--- src/esc_pkg.sv ---
// Shared types, constants and helpers for the JSON string escaper.
// No dependencies.
package esc_pkg;

  localparam int unsigned FIFO_DEPTH = 4;

  localparam logic [7:0] CH_BSLASH = 8'h5c;
  localparam logic [7:0] CH_QUOTE  = 8'h22;
  localparam logic [7:0] CH_U      = 8'h75;
  localparam logic [7:0] CH_ZERO   = 8'h30;
  localparam logic [7:0] CH_LOW_A  = 8'h61;
  localparam logic [7:0] CTRL_MAX  = 8'h1f;

  typedef enum logic [1:0] {
    KIND_PASS,
    KIND_SHORT,
    KIND_UNI
  } kind_t;

  // data: raw byte for pass and unicode forms, escape letter for short form
  typedef struct packed {
    kind_t      kind;
    logic [7:0] data;
    logic       eos;
  } item_t;

  function automatic logic [7:0] hex_digit(input logic [3:0] nib);
    logic [7:0] r;
    if (nib < 4'd10) begin
      r = CH_ZERO + {4'd0, nib};
    end else begin
      r = CH_LOW_A + {4'd0, nib} - 8'd10;
    end
    return r;
  endfunction

endpackage

--- src/esc_front.sv ---
// Front end: classifies one raw byte into its escape form.
// Depends on esc_pkg.
module esc_front (
  input  logic [7:0]     in_byte,
  input  logic           in_end_of_string,
  output esc_pkg::item_t item
);

  always_comb begin
    item.data = in_byte;
    item.eos  = in_end_of_string;
    item.kind = esc_pkg::KIND_PASS;
    unique case (in_byte)
      8'h08: begin
        item.kind = esc_pkg::KIND_SHORT;
        item.data = 8'h62;
      end
      8'h0a: begin
        item.kind = esc_pkg::KIND_SHORT;
        item.data = 8'h6e;
      end
      8'h0d: begin
        item.kind = esc_pkg::KIND_SHORT;
        item.data = 8'h72;
      end
      8'h09: begin
        item.kind = esc_pkg::KIND_SHORT;
        item.data = 8'h74;
      end
      esc_pkg::CH_BSLASH, esc_pkg::CH_QUOTE: begin
        item.kind = esc_pkg::KIND_SHORT;
      end
      default: begin
        if (in_byte != 8'h00 && in_byte <= esc_pkg::CTRL_MAX) begin
          item.kind = esc_pkg::KIND_UNI;
        end
      end
    endcase
  end

endmodule

--- src/esc_fifo.sv ---
// Small register queue of classified items between front and back end.
// Depends on esc_pkg.
module esc_fifo #(
  parameter int unsigned DEPTH = esc_pkg::FIFO_DEPTH
) (
  input  logic           clk,
  input  logic           rst_n,
  input  logic           wr_en,
  input  esc_pkg::item_t wr_item,
  output logic           is_full,
  input  logic           rd_en,
  output esc_pkg::item_t rd_item,
  output logic           is_empty
);

  localparam int unsigned AW = (DEPTH > 1) ? $clog2(DEPTH) : 1;
  localparam int unsigned CW = $clog2(DEPTH + 1);
  localparam logic [AW-1:0] LAST_PTR = AW'(DEPTH - 1);
  localparam logic [CW-1:0] FULL_CNT = CW'(DEPTH);

  esc_pkg::item_t mem_r [DEPTH];
  logic [AW-1:0] wr_ptr_r, rd_ptr_r;
  logic [CW-1:0] cnt_r;
  logic do_wr, do_rd;

  assign is_full  = (cnt_r == FULL_CNT);
  assign is_empty = (cnt_r == '0);
  assign do_wr    = wr_en && !is_full;
  assign do_rd    = rd_en && !is_empty;
  assign rd_item  = mem_r[rd_ptr_r];

  always_ff @(posedge clk) begin
    if (do_wr) begin
      mem_r[wr_ptr_r] <= wr_item;
    end
  end

  always_ff @(posedge clk) begin
    if (!rst_n) begin
      wr_ptr_r <= '0;
      rd_ptr_r <= '0;
      cnt_r    <= '0;
    end else begin
      if (do_wr) begin
        wr_ptr_r <= (wr_ptr_r == LAST_PTR) ? '0 : wr_ptr_r + 1'b1;
      end
      if (do_rd) begin
        rd_ptr_r <= (rd_ptr_r == LAST_PTR) ? '0 : rd_ptr_r + 1'b1;
      end
      if (do_wr && !do_rd) begin
        cnt_r <= cnt_r + 1'b1;
      end else if (do_rd && !do_wr) begin
        cnt_r <= cnt_r - 1'b1;
      end
    end
  end

endmodule

--- src/esc_back.sv ---
// Back end: walks the queue head into the result register, one output byte per cycle unless pop stalls it.
// Depends on esc_pkg.
module esc_back (
  input  logic           clk,
  input  logic           rst_n,
  input  esc_pkg::item_t head,
  input  logic           head_valid,
  output logic           head_pop,
  output logic [7:0]     out_byte,
  output logic           out_run_last,
  output logic           out_string_last,
  output logic           empty,
  input  logic           pop
);

  logic [2:0] idx_r;
  logic       valid_r;
  logic [7:0] byte_r;
  logic       run_last_r, string_last_r;
  logic       advance, seq_last;
  logic [7:0] seq_byte;

  assign advance  = !valid_r || pop;
  assign head_pop = advance && head_valid && seq_last;

  always_comb begin
    seq_byte = head.data;
    seq_last = 1'b1;
    unique case (head.kind)
      esc_pkg::KIND_SHORT: begin
        seq_last = (idx_r == 3'd1);
        seq_byte = (idx_r == 3'd0) ? esc_pkg::CH_BSLASH : head.data;
      end
      esc_pkg::KIND_UNI: begin
        seq_last = (idx_r == 3'd5);
        unique case (idx_r)
          3'd0:    seq_byte = esc_pkg::CH_BSLASH;
          3'd1:    seq_byte = esc_pkg::CH_U;
          3'd4:    seq_byte = esc_pkg::hex_digit(head.data[7:4]);
          3'd5:    seq_byte = esc_pkg::hex_digit(head.data[3:0]);
          default: seq_byte = esc_pkg::CH_ZERO;
        endcase
      end
      default: begin
        seq_last = 1'b1;
        seq_byte = head.data;
      end
    endcase
  end

  always_ff @(posedge clk) begin
    if (!rst_n) begin
      valid_r <= 1'b0;
      idx_r   <= '0;
    end else if (advance) begin
      valid_r <= head_valid;
      if (head_valid) begin
        byte_r        <= seq_byte;
        run_last_r    <= seq_last;
        string_last_r <= seq_last && head.eos;
        idx_r         <= seq_last ? 3'd0 : idx_r + 3'd1;
      end
    end
  end

  assign empty           = !valid_r;
  assign out_byte        = byte_r;
  assign out_run_last    = run_last_r;
  assign out_string_last = string_last_r;

endmodule

--- src/json_string_escaper.sv ---
// Top level of the JSON string escaper: front classifier, item queue, back serializer.
// Depends on esc_pkg, esc_front, esc_fifo, esc_back.
//
// Takes one raw string byte per push and delivers its JSON-escaped form, one output
// byte per pop, with run_last on the final byte of each input and string_last on the
// final byte of a string-ending input. The back serializer emits one byte per cycle
// unless pop stalls it: a pass-through byte gives one output byte, a short escape two
// and a \u00xx escape six, so plain text flows at one byte per cycle. FIFO_DEPTH
// classified bytes queue between the input and the serializer; full rises when that
// queue fills. A pushed byte passes the queue, then the result register, to the ports.
module json_string_escaper #(
  parameter int unsigned FIFO_DEPTH = esc_pkg::FIFO_DEPTH
) (
  input  logic       clk,
  input  logic       rst_n,
  input  logic       push,
  output logic       full,
  input  logic [7:0] in_byte,
  input  logic       in_end_of_string,
  output logic       empty,
  input  logic       pop,
  output logic [7:0] out_byte,
  output logic       out_run_last,
  output logic       out_string_last
);

  esc_pkg::item_t front_item, head_item;
  logic q_empty, q_pop;

  esc_front u_front (
    .in_byte          (in_byte),
    .in_end_of_string (in_end_of_string),
    .item             (front_item)
  );

  esc_fifo #(
    .DEPTH (FIFO_DEPTH)
  ) u_fifo (
    .clk      (clk),
    .rst_n    (rst_n),
    .wr_en    (push),
    .wr_item  (front_item),
    .is_full  (full),
    .rd_en    (q_pop),
    .rd_item  (head_item),
    .is_empty (q_empty)
  );

  esc_back u_back (
    .clk             (clk),
    .rst_n           (rst_n),
    .head            (head_item),
    .head_valid      (!q_empty),
    .head_pop        (q_pop),
    .out_byte        (out_byte),
    .out_run_last    (out_run_last),
    .out_string_last (out_string_last),
    .empty           (empty),
    .pop             (pop)
  );

endmodule

--- config.mk ---
export PLATFORM = sky130hd
export DESIGN_NAME = json_string_escaper
export DESIGN_NICKNAME = d
export VERILOG_FILES = /design/src/esc_pkg.sv /design/src/esc_front.sv /design/src/esc_fifo.sv /design/src/esc_back.sv /design/src/json_string_escaper.sv
export SDC_FILE = /design/constraint.sdc
export NUM_CORES = 1
export LEC_CHECK = 0
export BUFFER_PORTS_ARGS = -buffer_cell sky130_fd_sc_hd__clkbuf_2
export CAP_MARGIN = 20
export CORE_ASPECT_RATIO = 0.75
export CORE_MARGIN = 2
export CORE_UTILIZATION = 53
export DETAILED_ROUTE_END_ITERATION = 10
export PLACE_DENSITY = 0.74
export SYNTH_ARGS = -nofsm -noshare
export SYNTH_HDL_FRONTEND = slang
export SYNTH_SLANG_ARGS = --single-unit
--- constraint.sdc ---
create_clock -name clk -period 3.62 [get_ports clk]
set_clock_uncertainty 0.1 [all_clocks]
set_input_delay 0.724 -clock clk [delete_from_list [all_inputs] [get_ports clk]]
set_output_delay 0.724 -clock clk [all_outputs]
set_load 0.02 [all_outputs]
==> summary.txt <==
DIE
-----------------------------------------------------------------------------------------
Die Area ...................................................................    6910 um^2
Die Y-Extent ...............................................................      72.5 um
Starting density of the core ...............................................        56.0%
Number of cell rows ........................................................           24
Core region area ...........................................................    5920 um^2
Count of pins on the block boundary ........................................           25
Horizontal extent of the die ...............................................      95.3 um

GRT
-----------------------------------------------------------------------------------------
Total global-route track usage .............................................        19.2%
Number of antenna violations at the first check in global routing ..........            0
First-pass GRT wire length .................................................      9.89 mm
Largest net degree at the start of global routing ..........................           16
Remaining global-route overflow ............................................            0
Vias in the first global route .............................................         2037

FLOW RUN
-----------------------------------------------------------------------------------------
MaxCap Viol Count ..........................................................            0

PWR
-----------------------------------------------------------------------------------------
Net switching component of the power .......................................      1.01 mW
Gate power share ...........................................................        39.9%
Fraction of power consumed by the clock network ............................        20.7%
Net Sw Frac ................................................................        37.3%
LEAKAGE ....................................................................      1.35 nW
Seq pwr share ..............................................................        39.5%
Internal Pwr Total .........................................................      1.70 mW
Maximum VDD drop ...........................................................   0.000316 V
Cell area power density ....................................................  734 nW/um^2

CELLS AND AREA
-----------------------------------------------------------------------------------------
Most common cell after layout, fill and taps aside .........................     edfxtp_1
Number of inserted diodes ..................................................            0
Top library cells by usage in the layout, fill and taps aside .............. edfxtp_1 (54), clkbuf_2 (24), inv_1 (19)
Area growth from synthesis to final layout .................................        11.6%
Fraction of layout instances using a drive strength above 1 ................        20.5%
Count of placed standard cells in the final layout, fillers left out .......          370
Final-stage net count ......................................................          314

WORST SETUP PATH
-----------------------------------------------------------------------------------------
Critical path startpoint category ..........................................         flop
Worst setup path class .....................................................      reg2reg
Crit Reg-Reg Endpoint ...................................................... u_fifo.cnt_r[2]$_SDFFE_PN0P_
Endpoint required time on the critical path ................................      3.79 ns
Cell at the slowest stage of the critical path .............................       mux4_2
Arrival time worst endpoint ................................................      3.53 ns
Number of cell instances on the worst register-to-register path ............           12
Critical path peak fanout ..................................................            5
Kind of end point of the critical path .....................................         flop
Cell breakdown of the critical path ........................................ mux4_2 > ha_1 > mux2_2 > a21oi_1 > inv_1 > nand2_1 > ha_1 > inv_1 > fa_1 > xor2_1 > or3_1 > a21oi_1
Peak per-stage delay on the critical path ..................................      0.53 ns
Register-to-register path setup slack ......................................      0.26 ns

STA
-----------------------------------------------------------------------------------------
F_max ......................................................................      298 MHz
Total setup violations reported at the end of the flow .....................            0
RSZ-0062 raised after global routing .......................................           no
Tcrit/Tclk final ...........................................................        92.8%
Worst hold slack ...........................................................     0.403 ns
Sum Neg Setup Slack ........................................................         0 ns
Slew at the pin closest to its max-slew limit ..............................     0.828 ns
Total count of hold-check failures in the final report .....................            0
Max transition margin ......................................................        44.6%
Final Slew Violations ......................................................            0
Time the worst path needs with I/O delays and setup ........................      3.36 ns

CTS
-----------------------------------------------------------------------------------------
Post-CTS setup repair buffer count .........................................            0
Worst-skew pair later-pin latency ..........................................      0.35 ns
H-tree levels ..............................................................            3
Clock buffer count from CTS ................................................            9
Number of gates given a new drive strength after cts .......................            0
Clock slew at reported path FFs ............................................      0.08 ns
Cts hold-fix bufs ..........................................................            0
CTS Root Buffer Type .......................................................     clkbuf_8
CTS Sinks ..................................................................           67
CTS tree ...................................................................         done
Maximum clock path buffer count ............................................            2

ROUTING
-----------------------------------------------------------------------------------------
Number of iterations in the first detailed-routing pass ....................            4
Detailed-route via count ...................................................         2134
Count of unresolved DRC violations after routing ...........................            0
Wirelength, routed .........................................................      5.83 mm
Via density per instance ...................................................         5.77
Residual antenna-violating net count after detailed routing ................            0
WL per Instance ............................................................      15.7 um
Initial DRC Count ..........................................................           88

SYNTHESIS
-----------------------------------------------------------------------------------------
Total of flip-flops plus latches after synthesis ...........................           67
Average cell area after synthesis ..........................................    12.8 um^2
Post-Synth Adder-Cell Area .................................................        5.51%
Post-synthesis instance area ...............................................    3320 um^2
Post-synthesis simple-gate area fraction ...................................        10.6%
Share of the yosys chip area belonging to registers ........................        56.8%
Main combinational cell family by area after synthesis ..................... compound AO/OA/AOI/OAI gates
Fraction of synthesized cell area taken by the top area cell type ..........        48.9%
Proportion of register bits with asynchronous set or reset after synthesis .           0%
Most used DFF post-synth ...................................................     edfxtp_1
Fraction of the mapped netlist area in compound gates ......................        12.8%
Synth Net Count ............................................................          286
Mux contribution to synthesized area .......................................        9.74%
Library cell occupying the most area in the post-synthesis netlist .........     edfxtp_1
Synthesis warning total ....................................................            0
Count of cell types in the netlist .........................................           51
Number of enable flip-flop cells after synthesis ...........................           54
Synthesized instance count .................................................          259
Xor and xnor fraction of the mapped netlist area ...........................       0.792%
Cell types with the largest area share after synthesis ..................... edfxtp_1 (49%), dfxtp_1 (7.8%), mux4_2 (5.4%), ha_1 (4.9%), a21oi_1 (2.7%)

PLACE
-----------------------------------------------------------------------------------------
HPWL after DPL .............................................................      4.20 mm
Cell count after placement .................................................          354
RePlAce Congestion .........................................................        0.857
# port buffers .............................................................           24

MIN PATH
-----------------------------------------------------------------------------------------
Worst hold path stage count ................................................            2
Source of the worst hold timing path ....................................... u_back.valid_r$_SDFFE_PN0N_
Class of the worst hold path ...............................................      reg2reg
WHS Endpoint ............................................................... u_back.valid_r$_SDFFE_PN0N_

RUN STATUS
-----------------------------------------------------------------------------------------
Result of the run .......................................................... finished, final reports clean

area by class of cell:
cell class	instances	area [um^2]
fillers	456	2210
flip-flops and latches	67	1880
multi-input cells	161	1310
repair buffers	29	158
clock buffers	9	124
well taps	78	97.6
inverters	19	71.3
clock inverters	7	60.1
cells in the mapped netlist, drive strengths merged (3+ instances only):
library cell  count
a21boi            3
inv              19
a31oi             3
nand2            12
and2              7
nand2b            6
edfxtp           54
a211oi            3
nor3              3
a21oi            18
clkbuf            9
o2111ai           3
mux2              3
nor3b             3
ha               13
mux2i             3
nor2b             5
nor2             13
mux4             11
o22ai             4
dfxtp            13
nand3             3
o21ai            11
a21o              4
buf               3
cell families after synthesis:
group / Yosys count
AOI/OAI and AO/OA: 63
xor gates and xnor gates: 3
adders and majority gates: 14
buffers and inverters: 31
DFF: 67
muxes: 17
and+or+nand+nor: 64
per-stage QoR:
stage               worst slack (ns)  cell area, um^2  total power, mW  util, %
finish                         0.260             3700             2.72     62.6
global route                  0.0734             3700             2.92     62.6
CTS                            0.180             3700             2.74     62.5
detailed placement             0.215             3520             2.17     59.4
global placement               0.356             3520             2.14     59.4
floorplan                    0.00582             3320             1.89        -
critical path: cells and delay by family, from the launching register on:
family	cells	cell delay, ns
adder cells (fa/ha/maj)	3	0.87
multiplexers	2	0.82
AND/OR/NAND/NOR	2	0.40
flip-flops	1	0.39
AO/OA/AOI/OAI	2	0.37
buffers and inverters	2	0.17
XOR/XNOR	1	0.16
state kept, by name, summed over array words and instances (netlist names), named ones only:
name,flops
u_fifo.mem_r,44
u_back.out_byte,8
u_back.idx_r,3
u_fifo.cnt_r,3
u_fifo.rd_ptr_r,2
u_fifo.wr_ptr_r,2
u_back.out_run_last,1
u_back.out_string_last,1
u_back.valid_r,1
layer usage:
metal  GRT usage, %  wire length (um)
met2           28.0              2700
met1           27.2              2820
met3           5.92               284
met4           7.57                27
met5              0                 0
worst max path at each step:
stage | slack (ns) | to | depth (start not counted) | from
after floorplan | 0.006 | u_fifo.cnt_r[2]$_SDFFE_PN0P_ | 14 | flop
after global placement | 0.36 | u_fifo.cnt_r[2]$_SDFFE_PN0P_ | 12 | flop
after detailed placement | 0.21 | u_fifo.cnt_r[2]$_SDFFE_PN0P_ | 12 | flop
after CTS | 0.18 | u_fifo.cnt_r[2]$_SDFFE_PN0P_ | 12 | flop
after global routing | 0.07 | u_fifo.cnt_r[2]$_SDFFE_PN0P_ | 12 | flop
final | 0.26 | u_fifo.cnt_r[2]$_SDFFE_PN0P_ | 12 | flop
power by group through the flow:
stage          clock network [mW]  registers (mW)  logic (mW)
2_1_floorplan                   0            1.12       0.768
3_3_place_gp                    0            1.09        1.05
3_5_place_dp                    0            1.09        1.08
4_1_cts                     0.582            1.07        1.08
5_1_grt                     0.615            1.09        1.21
6_report                    0.562            1.07        1.08
Power figures use the tool's default switching activity.
